`src/rtl/load_cell_reader_tare_scale_unit_assert.svh`:
```
// Assertion macros for the load cell reader. They expand to nothing when
// SYNTHESIS is defined.
`ifndef LOAD_CELL_READER_TARE_SCALE_UNIT_ASSERT_SVH
`define LOAD_CELL_READER_TARE_SCALE_UNIT_ASSERT_SVH

`ifndef SYNTHESIS
`define LCTSU_ASSERT_NOW(label, ante, cons) \
  label: assert property (@(posedge clk) disable iff (rst) (ante) |-> (cons)) \
    else $error("load cell reader: same-cycle check failed");
`define LCTSU_ASSERT_NEXT(label, ante, cons) \
  label: assert property (@(posedge clk) disable iff (rst) (ante) |=> (cons)) \
    else $error("load cell reader: next-cycle check failed");
`else
`define LCTSU_ASSERT_NOW(label, ante, cons)
`define LCTSU_ASSERT_NEXT(label, ante, cons)
`endif

`endif

```
`src/rtl/lctsu_pkg.sv`:
```
package lctsu_pkg;

  localparam int SampleBits = 24;
  localparam int PulseW     = $clog2(SampleBits);
  localparam int RawW       = 24;
  localparam int RefW       = 16;
  localparam int WtW        = 32;
  localparam int CoefW      = 48;
  localparam int FracBits   = 24;
  // Multiplier magnitude is at most RawW bits; one spare step keeps the
  // product aligned so that the fractional cut lands on the top sr bit.
  localparam int MulSteps   = RawW + 1;
  localparam int DivSteps   = CoefW;
  localparam int StepW      = $clog2(DivSteps);
  localparam int NumPad     = CoefW - (RefW + 1) - FracBits;

  // For x below 2^48, floor(x / 10) equals floor((x >> 1) * RecipFive / 2^50).
  // A full multiply leaves the product shifted down by 47 on product_q, so
  // TenShift more bits are dropped afterwards.
  localparam logic [CoefW-1:0] RecipFive = 48'hCCCC_CCCC_CCCD;
  localparam int TenSteps = CoefW;
  localparam int TenShift = 3;

  localparam logic [2:0] OpTick  = 3'd0;
  localparam logic [2:0] OpRead  = 3'd1;
  localparam logic [2:0] OpTare  = 3'd2;
  localparam logic [2:0] OpCal   = 3'd3;
  localparam logic [2:0] OpWeigh = 3'd4;

  localparam logic RegGainPulses = 1'b0;
  localparam logic RegHalfPeriod = 1'b1;

  typedef enum logic [2:0] {
    PH_IDLE,
    PH_DHI,
    PH_DLO,
    PH_GHI,
    PH_GLO
  } ph_t;

  typedef enum logic [3:0] {
    S_IDLE,
    S_TICK,
    S_EVAL,
    S_MUL,
    S_LOAD10,
    S_DIV10,
    S_CDIV,
    S_FIX_W,
    S_FIX_C,
    S_DONE
  } blk_t;

  typedef enum logic {
    ALU_MUL,
    ALU_DIV
  } alu_op_t;

  typedef struct packed {
    logic    load;
    logic    step;
    alu_op_t op;
  } alu_ctl_t;

  typedef struct packed {
    logic                   finish;
    logic                   busy;
    logic                   clock_lvl;
    logic [2:0]             cmd;
    logic signed [RefW-1:0] ref_w;
    logic [RawW-1:0]        sample;
  } pin_stat_t;

  typedef struct packed {
    logic [2:0]             opcode;
    logic signed [RefW-1:0] ref_weight;
    logic                   data_in;
  } item_t;

  typedef struct packed {
    logic                    clock_out;
    logic                    busy_res;
    logic                    done_res;
    logic                    status;
    logic [RawW-1:0]         raw_sample;
    logic signed [WtW-1:0]   weight_centi;
    logic signed [CoefW-1:0] coefficient;
  } res_t;

endpackage

```
`src/rtl/lctsu_alu.sv`:
```
module lctsu_alu import lctsu_pkg::*; (
  input  logic             clk,
  input  alu_ctl_t         ctl,
  input  logic [CoefW-1:0] ld_sr,
  input  logic [CoefW-1:0] ld_opnd,
  output logic [CoefW-1:0] product_q,
  output logic [CoefW-1:0] quotient
);

  logic [CoefW-1:0] acc;
  logic [CoefW-1:0] sr;
  logic [CoefW-1:0] opnd;

  logic [CoefW-1:0] add_x;
  logic [CoefW-1:0] add_y;
  logic             cin;
  logic [CoefW:0]   sum;
  logic [RawW:0]    trial;
  logic             ge;

  // Shift-and-add multiply keeps the running high half in acc and shifts
  // product bits into the top of sr. Restoring divide keeps the remainder
  // in acc and shifts quotient bits into the bottom of sr.
  assign trial = {acc[RawW-1:0], sr[CoefW-1]};
  assign ge    = sum[CoefW];
  assign sum   = {1'b0, add_x} + {1'b0, add_y} + {{CoefW{1'b0}}, cin};

  always_comb begin
    unique case (ctl.op)
      ALU_MUL: begin
        add_x = acc;
        add_y = sr[0] ? opnd : '0;
        cin   = 1'b0;
      end
      ALU_DIV: begin
        add_x = {{(CoefW-RawW-1){1'b0}}, trial};
        add_y = ~opnd;
        cin   = 1'b1;
      end
      default: begin
        add_x = acc;
        add_y = '0;
        cin   = 1'b0;
      end
    endcase
  end

  always_ff @(posedge clk) begin
    if (ctl.load) begin
      acc  <= '0;
      sr   <= ld_sr;
      opnd <= ld_opnd;
    end else if (ctl.step) begin
      if (ctl.op == ALU_MUL) begin
        acc <= sum[CoefW:1];
        sr  <= {sum[0], sr[CoefW-1:1]};
      end else begin
        acc <= {{(CoefW-RawW){1'b0}}, (ge ? sum[RawW-1:0] : trial[RawW-1:0])};
        sr  <= {sr[CoefW-2:0], ge};
      end
    end
  end

  assign product_q = {acc[CoefW-2:0], sr[CoefW-1]};
  assign quotient  = sr;

endmodule

```
`src/rtl/lctsu_pin.sv`:
```
module lctsu_pin import lctsu_pkg::*; (
  input  logic       clk,
  input  logic       rst,
  input  logic       tick,
  input  item_t      item_q,
  input  logic [1:0] gain_pulses,
  input  logic [7:0] half_period_ticks,
  output pin_stat_t  stat
);

  ph_t                    phase, phase_next;
  logic [7:0]             tick_count, tick_count_next;
  logic [PulseW-1:0]      pulse_count, pulse_count_next;
  logic [RawW-1:0]        shift_value, shift_value_next;
  logic [2:0]             pending_command, pending_command_next;
  logic signed [RefW-1:0] held_reference, held_reference_next;
  logic                   finish, finish_next;

  logic [7:0]        h;
  logic [1:0]        g;
  logic [8:0]        tick_inc;
  logic              tick_hit;
  logic [PulseW:0]   pulse_inc;
  logic              start_op;

  // A zero setting in either register behaves as one.
  assign h         = (half_period_ticks == 8'd0) ? 8'd1 : half_period_ticks;
  assign g         = (gain_pulses == 2'd0) ? 2'd1 : gain_pulses;
  assign tick_inc  = {1'b0, tick_count} + 9'd1;
  assign tick_hit  = tick_inc >= {1'b0, h};
  assign pulse_inc = {1'b0, pulse_count} + {{PulseW{1'b0}}, 1'b1};
  assign start_op  = (item_q.opcode == OpRead) || (item_q.opcode == OpTare) ||
                     (item_q.opcode == OpCal) || (item_q.opcode == OpWeigh);

  always_ff @(posedge clk) begin
    if (rst) begin
      phase           <= PH_IDLE;
      tick_count      <= '0;
      pulse_count     <= '0;
      shift_value     <= '0;
      pending_command <= OpTick;
      held_reference  <= '0;
      finish          <= 1'b0;
    end else if (tick) begin
      phase           <= phase_next;
      tick_count      <= tick_count_next;
      pulse_count     <= pulse_count_next;
      shift_value     <= shift_value_next;
      pending_command <= pending_command_next;
      held_reference  <= held_reference_next;
      finish          <= finish_next;
    end
  end

  always_comb begin
    phase_next           = phase;
    tick_count_next      = tick_count;
    pulse_count_next     = pulse_count;
    shift_value_next     = shift_value;
    pending_command_next = pending_command;
    held_reference_next  = held_reference;
    finish_next          = 1'b0;
    unique case (phase)
      PH_IDLE: begin
        if (start_op) begin
          pending_command_next = item_q.opcode;
          held_reference_next  = item_q.ref_weight;
          phase_next           = PH_DHI;
          tick_count_next      = '0;
          pulse_count_next     = '0;
          shift_value_next     = '0;
        end
      end
      PH_DHI: begin
        tick_count_next = tick_inc[7:0];
        if (tick_hit) begin
          tick_count_next  = '0;
          shift_value_next = {shift_value[RawW-2:0], item_q.data_in};
          phase_next       = PH_DLO;
        end
      end
      PH_DLO: begin
        tick_count_next = tick_inc[7:0];
        if (tick_hit) begin
          tick_count_next = '0;
          if (pulse_inc >= (PulseW+1)'(SampleBits)) begin
            pulse_count_next = '0;
            phase_next       = PH_GHI;
          end else begin
            pulse_count_next = pulse_inc[PulseW-1:0];
            phase_next       = PH_DHI;
          end
        end
      end
      PH_GHI: begin
        tick_count_next = tick_inc[7:0];
        if (tick_hit) begin
          tick_count_next = '0;
          phase_next      = PH_GLO;
        end
      end
      PH_GLO: begin
        tick_count_next = tick_inc[7:0];
        if (tick_hit) begin
          tick_count_next = '0;
          if (pulse_inc >= {{(PulseW-1){1'b0}}, g}) begin
            pulse_count_next = '0;
            finish_next      = 1'b1;
            phase_next       = PH_IDLE;
          end else begin
            pulse_count_next = pulse_inc[PulseW-1:0];
            phase_next       = PH_GHI;
          end
        end
      end
      default: begin
        phase_next       = PH_IDLE;
        tick_count_next  = '0;
        pulse_count_next = '0;
      end
    endcase
  end

  assign stat.finish    = finish;
  assign stat.busy      = phase != PH_IDLE;
  assign stat.clock_lvl = (phase == PH_DHI) || (phase == PH_GHI);
  assign stat.cmd       = pending_command;
  assign stat.ref_w     = held_reference;
  assign stat.sample    = shift_value;

endmodule

```
`src/rtl/load_cell_reader_tare_scale_unit.sv`:
```
// Channel   Direction  Handshake                   Beat carries
// item      in         item_valid / item_stall     opcode, ref_weight, data_in
// result    out        result_valid / result_stall clock_out ... coefficient
// apb       in         psel / penable / pready     gain_pulses, half_period_ticks
//
// Every item beat yields exactly one result beat, one item in flight at a time.
// An item that starts no arithmetic passes only through the tick, evaluate and
// done states; a finishing calibrate with a nonzero difference and a finishing
// weigh also use the shared shift/add unit: 48 divide steps for calibrate and 25
// multiply steps plus 48 reciprocal multiply steps for the divide by ten in weigh.
// Reset is synchronous; afterwards the block is idle and ready at once.
// A stalled result is held in its output register; the next item runs up to done.
module load_cell_reader_tare_scale_unit import lctsu_pkg::*; (
  input  logic        clk,
  input  logic        rst,
  input  logic        item_valid,
  output logic        item_stall,
  input  item_t       item,
  output logic        result_valid,
  input  logic        result_stall,
  output res_t        result,
  input  logic        psel,
  input  logic        penable,
  input  logic        pwrite,
  input  logic [2:0]  paddr,
  input  logic [31:0] pwdata,
  output logic [31:0] prdata,
  output logic        pready
);

  logic [1:0] gain_pulses;
  logic [7:0] half_period_ticks;
  logic       cfg_wr;

  blk_t                    state, state_next;
  item_t                   item_q;
  logic [RawW-1:0]         zero_offset, zero_offset_next;
  logic signed [CoefW-1:0] scale_coef, scale_coef_next;
  logic                    neg, neg_next;
  logic                    done_q, done_next;
  logic                    status_q, status_next;
  logic [RawW-1:0]         raw_q, raw_next;
  logic [WtW-1:0]          wt_q, wt_next;
  logic [StepW-1:0]        cnt, cnt_next;
  logic                    result_load;

  pin_stat_t        stat;
  logic             tick;
  alu_ctl_t         alu_ctl;
  logic [CoefW-1:0] ld_sr;
  logic [CoefW-1:0] ld_opnd;
  logic [CoefW-1:0] product_q;
  logic [CoefW-1:0] quotient;

  logic [RawW:0]    diff;
  logic             diff_neg;
  logic [RawW:0]    diff_mag;
  logic [RefW:0]    ref_ext;
  logic [RefW:0]    ref_mag;
  logic             coef_neg;
  logic [CoefW-1:0] coef_mag;
  logic [CoefW-1:0] q10;
  logic [CoefW-1:0] q_sat;
  logic [CoefW-1:0] q_neg;
  logic [CoefW-1:0] coef_signed;

  // Configuration port
  assign pready = 1'b1;
  assign cfg_wr = psel && penable && pwrite && pready;

  always_ff @(posedge clk) begin
    if (rst) begin
      gain_pulses       <= 2'd1;
      half_period_ticks <= 8'd1;
    end else if (cfg_wr) begin
      if (paddr[2] == RegGainPulses) begin
        gain_pulses <= pwdata[1:0];
      end else begin
        half_period_ticks <= pwdata[7:0];
      end
    end
  end

  assign prdata = (paddr[2] == RegGainPulses) ? {30'd0, gain_pulses}
                                              : {24'd0, half_period_ticks};

  lctsu_pin u_pin (
    .clk               (clk),
    .rst               (rst),
    .tick              (tick),
    .item_q            (item_q),
    .gain_pulses       (gain_pulses),
    .half_period_ticks (half_period_ticks),
    .stat              (stat)
  );

  lctsu_alu u_alu (
    .clk       (clk),
    .ctl       (alu_ctl),
    .ld_sr     (ld_sr),
    .ld_opnd   (ld_opnd),
    .product_q (product_q),
    .quotient  (quotient)
  );

  // Operand magnitudes and signs for the shared unit.
  assign diff     = {1'b0, stat.sample} - {1'b0, zero_offset};
  assign diff_neg = diff[RawW];
  assign diff_mag = diff_neg ? ((RawW+1)'(0) - diff) : diff;
  assign ref_ext  = {stat.ref_w[RefW-1], stat.ref_w};
  assign ref_mag  = stat.ref_w[RefW-1] ? ((RefW+1)'(0) - ref_ext) : ref_ext;
  assign coef_neg = scale_coef[CoefW-1];
  assign coef_mag = coef_neg ? (CoefW'(0) - scale_coef) : scale_coef;

  // Magnitude of the weight after the divide by ten.
  assign q10 = product_q >> TenShift;

  // The negative limit is one larger in magnitude than the positive one.
  assign q_sat       = (q10 > CoefW'(33'h0_8000_0000)) ? CoefW'(33'h0_8000_0000)
                                                        : q10;
  assign q_neg       = CoefW'(0) - q_sat;
  assign coef_signed = neg ? (CoefW'(0) - quotient) : quotient;

  assign item_stall  = state != S_IDLE;

  always_ff @(posedge clk) begin
    if (rst) begin
      state        <= S_IDLE;
      zero_offset  <= '0;
      scale_coef   <= '0;
      cnt          <= '0;
      result_valid <= 1'b0;
    end else begin
      state        <= state_next;
      zero_offset  <= zero_offset_next;
      scale_coef   <= scale_coef_next;
      cnt          <= cnt_next;
      result_valid <= result_load || (result_valid && result_stall);
    end
  end

  always_ff @(posedge clk) begin
    neg      <= neg_next;
    done_q   <= done_next;
    status_q <= status_next;
    raw_q    <= raw_next;
    wt_q     <= wt_next;
    if (state == S_IDLE && item_valid) begin
      item_q <= item;
    end
    if (result_load) begin
      result.clock_out    <= stat.clock_lvl;
      result.busy_res     <= stat.busy;
      result.done_res     <= done_q;
      result.status       <= status_q;
      result.raw_sample   <= raw_q;
      result.weight_centi <= wt_q;
      result.coefficient  <= scale_coef;
    end
  end

  always_comb begin
    state_next       = state;
    zero_offset_next = zero_offset;
    scale_coef_next  = scale_coef;
    neg_next         = neg;
    done_next        = done_q;
    status_next      = status_q;
    raw_next         = raw_q;
    wt_next          = wt_q;
    cnt_next         = cnt;
    result_load      = 1'b0;
    tick             = 1'b0;
    alu_ctl          = '{load: 1'b0, step: 1'b0, op: ALU_MUL};
    ld_sr            = '0;
    ld_opnd          = '0;
    unique case (state)
      S_IDLE: begin
        if (item_valid) begin
          state_next = S_TICK;
        end
      end
      S_TICK: begin
        tick       = 1'b1;
        state_next = S_EVAL;
      end
      S_EVAL: begin
        done_next   = stat.finish;
        status_next = 1'b0;
        wt_next     = '0;
        raw_next    = stat.finish ? stat.sample : '0;
        cnt_next    = '0;
        state_next  = S_DONE;
        if (stat.finish) begin
          unique case (stat.cmd)
            OpTare: begin
              zero_offset_next = stat.sample;
            end
            OpCal: begin
              if (diff == '0) begin
                status_next = 1'b1;
              end else begin
                alu_ctl    = '{load: 1'b1, step: 1'b0, op: ALU_DIV};
                ld_sr      = {{NumPad{1'b0}}, ref_mag, {FracBits{1'b0}}};
                ld_opnd    = {{(CoefW-RawW){1'b0}}, diff_mag[RawW-1:0]};
                neg_next   = stat.ref_w[RefW-1] ^ diff_neg;
                state_next = S_CDIV;
              end
            end
            OpWeigh: begin
              alu_ctl    = '{load: 1'b1, step: 1'b0, op: ALU_MUL};
              ld_sr      = {{(CoefW-RawW){1'b0}}, diff_mag[RawW-1:0]};
              ld_opnd    = coef_mag;
              neg_next   = diff_neg ^ coef_neg;
              state_next = S_MUL;
            end
            default: begin
            end
          endcase
        end
      end
      S_MUL: begin
        alu_ctl  = '{load: 1'b0, step: 1'b1, op: ALU_MUL};
        cnt_next = cnt + StepW'(1);
        if (cnt == StepW'(MulSteps - 1)) begin
          state_next = S_LOAD10;
        end
      end
      S_LOAD10: begin
        // The divide by ten is a multiply by the reciprocal of five on half
        // the scaled product.
        alu_ctl    = '{load: 1'b1, step: 1'b0, op: ALU_MUL};
        ld_sr      = {1'b0, product_q[CoefW-1:1]};
        ld_opnd    = RecipFive;
        cnt_next   = '0;
        state_next = S_DIV10;
      end
      S_DIV10: begin
        alu_ctl  = '{load: 1'b0, step: 1'b1, op: ALU_MUL};
        cnt_next = cnt + StepW'(1);
        if (cnt == StepW'(TenSteps - 1)) begin
          state_next = S_FIX_W;
        end
      end
      S_CDIV: begin
        alu_ctl  = '{load: 1'b0, step: 1'b1, op: ALU_DIV};
        cnt_next = cnt + StepW'(1);
        if (cnt == StepW'(DivSteps - 1)) begin
          state_next = S_FIX_C;
        end
      end
      S_FIX_W: begin
        if (neg) begin
          wt_next = q_neg[WtW-1:0];
        end else if (q10 > CoefW'(32'h7FFF_FFFF)) begin
          wt_next = 32'h7FFF_FFFF;
        end else begin
          wt_next = q10[WtW-1:0];
        end
        state_next = S_DONE;
      end
      S_FIX_C: begin
        scale_coef_next = coef_signed;
        state_next      = S_DONE;
      end
      S_DONE: begin
        if (!result_valid || !result_stall) begin
          result_load = 1'b1;
          state_next  = S_IDLE;
        end
      end
      default: begin
        state_next = S_IDLE;
      end
    endcase
  end

`include "load_cell_reader_tare_scale_unit_assert.svh"

  `LCTSU_ASSERT_NEXT(a_accept_ticks, item_valid && !item_stall, state == S_TICK)
  `LCTSU_ASSERT_NOW(a_alu_step_state, alu_ctl.step, state == S_MUL || state == S_DIV10 || state == S_CDIV)
  `LCTSU_ASSERT_NOW(a_done_not_busy, result_valid && result.done_res, !result.busy_res)
  `LCTSU_ASSERT_NOW(a_status_on_done, result_valid && result.status, result.done_res)
  `LCTSU_ASSERT_NOW(a_weight_on_done, result_valid && (result.weight_centi != 32'sd0), result.done_res)

endmodule

```
`config.mk`:
```
export PLATFORM = sky130hd
export DESIGN_NAME = load_cell_reader_tare_scale_unit
export DESIGN_NICKNAME = d
export VERILOG_FILES = /design/src/rtl/lctsu_pkg.sv /design/src/rtl/lctsu_alu.sv /design/src/rtl/lctsu_pin.sv /design/src/rtl/load_cell_reader_tare_scale_unit.sv
export VERILOG_INCLUDE_DIRS = /design/src /design/src/rtl
export SDC_FILE = /design/constraint.sdc
export NUM_CORES = 1
export LEC_CHECK = 0
export BUFFER_PORTS_ARGS = -buffer_cell sky130_fd_sc_hd__buf_2
export CORE_AREA = 2 2 230 232
export DETAILED_ROUTE_END_ITERATION = 12
export DIE_AREA = 0 0 232 234
export GPL_TIMING_DRIVEN = 0
export HOLD_SLACK_MARGIN = 0.03
export PLACE_DENSITY_LB_ADDON = 0.2
export SYNTH_ARGS = -nofsm -noshare
export SYNTH_HDL_FRONTEND = slang
export SYNTH_SLANG_ARGS = --single-unit
```
`constraint.sdc`:
```
create_clock -name clk -period 9.3 [get_ports clk]
set_clock_uncertainty 0.15 [all_clocks]
set_input_delay 1.86 -clock clk [delete_from_list [all_inputs] [get_ports clk]]
set_output_delay 1.86 -clock clk [all_outputs]
set_load 0.01 [all_outputs]
```
==> summary.txt <==
Worst EP required: 9.48 ns
Kind of critical path: reg -> reg
Sw frac: 39.2%
Worst-Margin Slew: 1.42 ns
Worst Reg-to-Reg Cells: 31
CTS tree: yes
Max cap viols: 0
Ys flop type: edfxtp_1
ANT nets after route: 0
Clock sink count: 484
Final Hold Fails: 0
Seq pwr share: 36.5%
Fillers: 4438
Antenna cell count: 0
DR vias: 26100
Vias in the first global route: 24400
Mapped cell area: 0.0283 mm²
Crit Path Max Fanout: 10
Clk slew on worst S/H paths: 0.06 ns
Crit end category: flip-flop
Worst EP arrival: 9.17 ns
Slew HR: 5.30%
Crit path largest cell delay: 0.57 ns
Post-layout minimum cycle time: 8.99 ns
H-tree Lvls: 2
Power Density: 244 mW/mm²
Initial Util: 54.4%
Worst setup endpoint: u_alu.quotient[0]$_DFFE_PP_
Fin crit share: 96.7%
Clock tree buffer depth: 3
Worst r2r src: u_pin.shift_value[0]$_SDFFE_PP0P_
Routed WL per cell: 23.0 µm
# port buffers: 152
Pin count of the biggest net entering global routing: 37
Post-synthesis cell count: 3202
Area contributors post-synth: edfxtp_1 (30%), dfxtp_1 (14%), nand2_1 (6.0%)
Fraction of layout cells with a size suffix above 1: 10.6%
Synth cell types: 87
I/O Pins: 205
Syn_area_per_cell: 8.84 µm²
Antenna violations before repair: 3
GP Congestion: 0.992
Core Area: 0.0520 mm²
Clk pwr share: 26.2%
CP Launch Type: flip-flop
Crit path launch: u_pin.shift_value[0]$_SDFFE_PP0P_
Post-synth EDFFs: 283
Setup slack, reg-to-reg: 0.31 ns
# setup viols final: 0
DR DRC count: 0
Cts hold-fix bufs: 0
First-pass DRT Iterations: 6
Commonest cells in the netlist: nand2_1 (450), nor2_1 (317), a21oi_1 (289), edfxtp_1 (283), dfxtp_1 (201)
DRT iter0 DRCs: 2639
GRT Overall Usage: 34.6%
Die H: 234 µm
Placement row count: 84
HPWL after DPL: 73.9 mm
Hold crit path type: reg -> reg
Layout area overhead: 13.6%
GRT overflow: 0
Area leader, netlist: edfxtp_1
Seq cells post-synth: 484
F_max: 111 MHz
Setup TNS: 0 ns
Die width: 232 µm
Peak VDD IR: 0.160 mV
First-pass GRT wire length: 143 mm
Multi-input gate area: 0.0149 mm²
CP max-delay cell: o311ai_2
Area share of the largest cell type after synthesis: 30.0%
Seq/Total Area, Yosys: 44.2%
Static Leak: 12.2 nW
Sequential cell area: 0.0125 mm²
Status: finished clean
Routed WL: 95.9 mm
Worst-skew pair later-pin latency: 0.62 ns
Root Driver: clkbuf_16
Max Slew Vio Count: 0
Total Die Area: 0.0543 mm²
P_sw: 3.08 mW
R2R Path End: u_alu.quotient[0]$_DFFE_PP_
Final #Nets: 3600
Post-DP Area: 0.0302 mm²
Logic pwr share: 37.3%
Internal Pwr Total: 4.78 mW
Via density: 6.26
Cts bufs inserted: 51
Most common cell in the netlist: nand2_1
Synth warn: 0
Async SR Flop Fraction: 0%
Post-route cell area: 0.0322 mm²
cells in the final DEF, fill, tap and decap left out, types with 47 or more instances in the layout:
cell and count:
nand2_1 450, nor2_1 316, edfxtp_1 283, a21oi_1 282, dfxtp_1 201, o21ai_0 197
clkbuf_1 176, buf_2 160, xor2_1 110, ha_1 92, xnor2_1 81, nand3_1 70
inv_1 70, and2_1 63, a211oi_1 60, clkbuf_16 52, a31oi_1 50, mux2i_1 50
nor3_1 47
power groups by stage:
stage | Clock, mW | Combinational, mW | Sequential [mW]
floorplan | 0 | 2.03 | 2.77
global placement | 0 | 2.74 | 2.89
detailed placement | 0 | 2.81 | 2.89
CTS | 2.07 | 2.84 | 2.85
global route | 2.15 | 3.17 | 2.88
finish | 2.06 | 2.93 | 2.87
state kept, by name, indices dropped and copies added, names as in the netlist:
register / cells
cnt: 6
u_alu.acc: 48
u_pin.pulse_count: 5
result: 108
u_alu.quotient: 48
item_q: 20
u_pin.shift_value: 24
u_alu.opnd: 48
done_q: 1
status_q: 1
state: 4
gain_pulses: 2
scale_coef: 48
neg: 1
half_period_ticks: 8
u_pin.finish: 1
u_pin.tick_count: 8
u_pin.pending_command: 3
zero_offset: 24
u_pin.phase: 3
u_pin.held_reference: 16
raw_q: 24
wt_q: 32
result_valid: 1
cell families after synthesis:
family	share of synthesized area [%]
xor+xnor	5.97
flops	44.2
mux	1.97
compound gates	19.9
simple gates	19.4
other cells	0.0265
buf+inv	4.34
fa+ha+maj	4.21
critical path: cells and delay by family, from the launching register on:
| family | cells | cell delay (ns) |
|---|---|---|
| compound gates | 11 | 3.29 |
| fa+ha+maj | 3 | 0.97 |
| buf+inv | 6 | 1.82 |
| flops | 1 | 0.40 |
| simple gates | 11 | 2.06 |
metrics by stage:
stage	instances	utilization (%)	power (mW)	setup WS [ns]	hold slack [ns]
after floorplan	3225	-	4.80	0.865	0.250
after global placement	4065	57.7	5.64	-5.06	0.251
after detailed placement	4076	58.1	5.70	-2.98	0.255
after CTS	4172	61.6	7.76	0.00370	0.268
after global routing	4175	61.8	8.20	-0.0118	0.276
final	4175	61.8	7.86	0.311	0.267
how the worst min path moves through the flow:
stage                            end                    start  cells after the start  slack [ns]
2_1_floorplan  result[100]$_DFFE_PP_  raw_q[20]$_SDFFCE_PN0P_                      0        0.25
3_3_place_gp    result[71]$_DFFE_PP_   wt_q[23]$_SDFFCE_PN0P_                      0        0.25
3_5_place_dp    result[67]$_DFFE_PP_   wt_q[19]$_SDFFCE_PN0P_                      0        0.25
4_1_cts         result[67]$_DFFE_PP_   wt_q[19]$_SDFFCE_PN0P_                      0        0.27
5_1_grt         result[51]$_DFFE_PP_    wt_q[3]$_SDFFCE_PN0P_                      0        0.28
6_report        result[67]$_DFFE_PP_   wt_q[19]$_SDFFCE_PN0P_                      0        0.27
timing repair:
| item | 4_1_cts | 5_1_grt |
|---|---|---|
| gates resized for setup | 38 | 28 |
| cloned | 0 | 0 |
| buffers inserted | 1 | 5 |
| pin swaps | 1 | 5 |
| endpoints found under the setup margin | 47 | 26 |
layer usage:
| metal | global-route usage [%] | wire length, µm | part of all wire, % | vias up |
|---|---|---|---|---|
| met5 | 0 | 13 | 0.014 | - |
| met3 | 6.41 | 8670 | 9.0 | 303 |
| li1 | - | - | - | 12100 |
| met2 | 57.7 | 45100 | 47 | 1418 |
| met1 | 42.5 | 36600 | 38 | 12300 |
| met4 | 18.9 | 5540 | 5.8 | 2 |
cell type report:
type / instances / share of cell area [%]
plain buffers: 226 / 3.04
clock buffers: 64 / 4.28
clock inverters: 32 / 0.918
inverters: 72 / 0.840
multi-input cells: 2440 / 46.3
flip-flops and latches: 484 / 38.9
well taps: 688 / 2.68
repair buffers: 169 / 3.00
(Power assumes the default switching activity.)
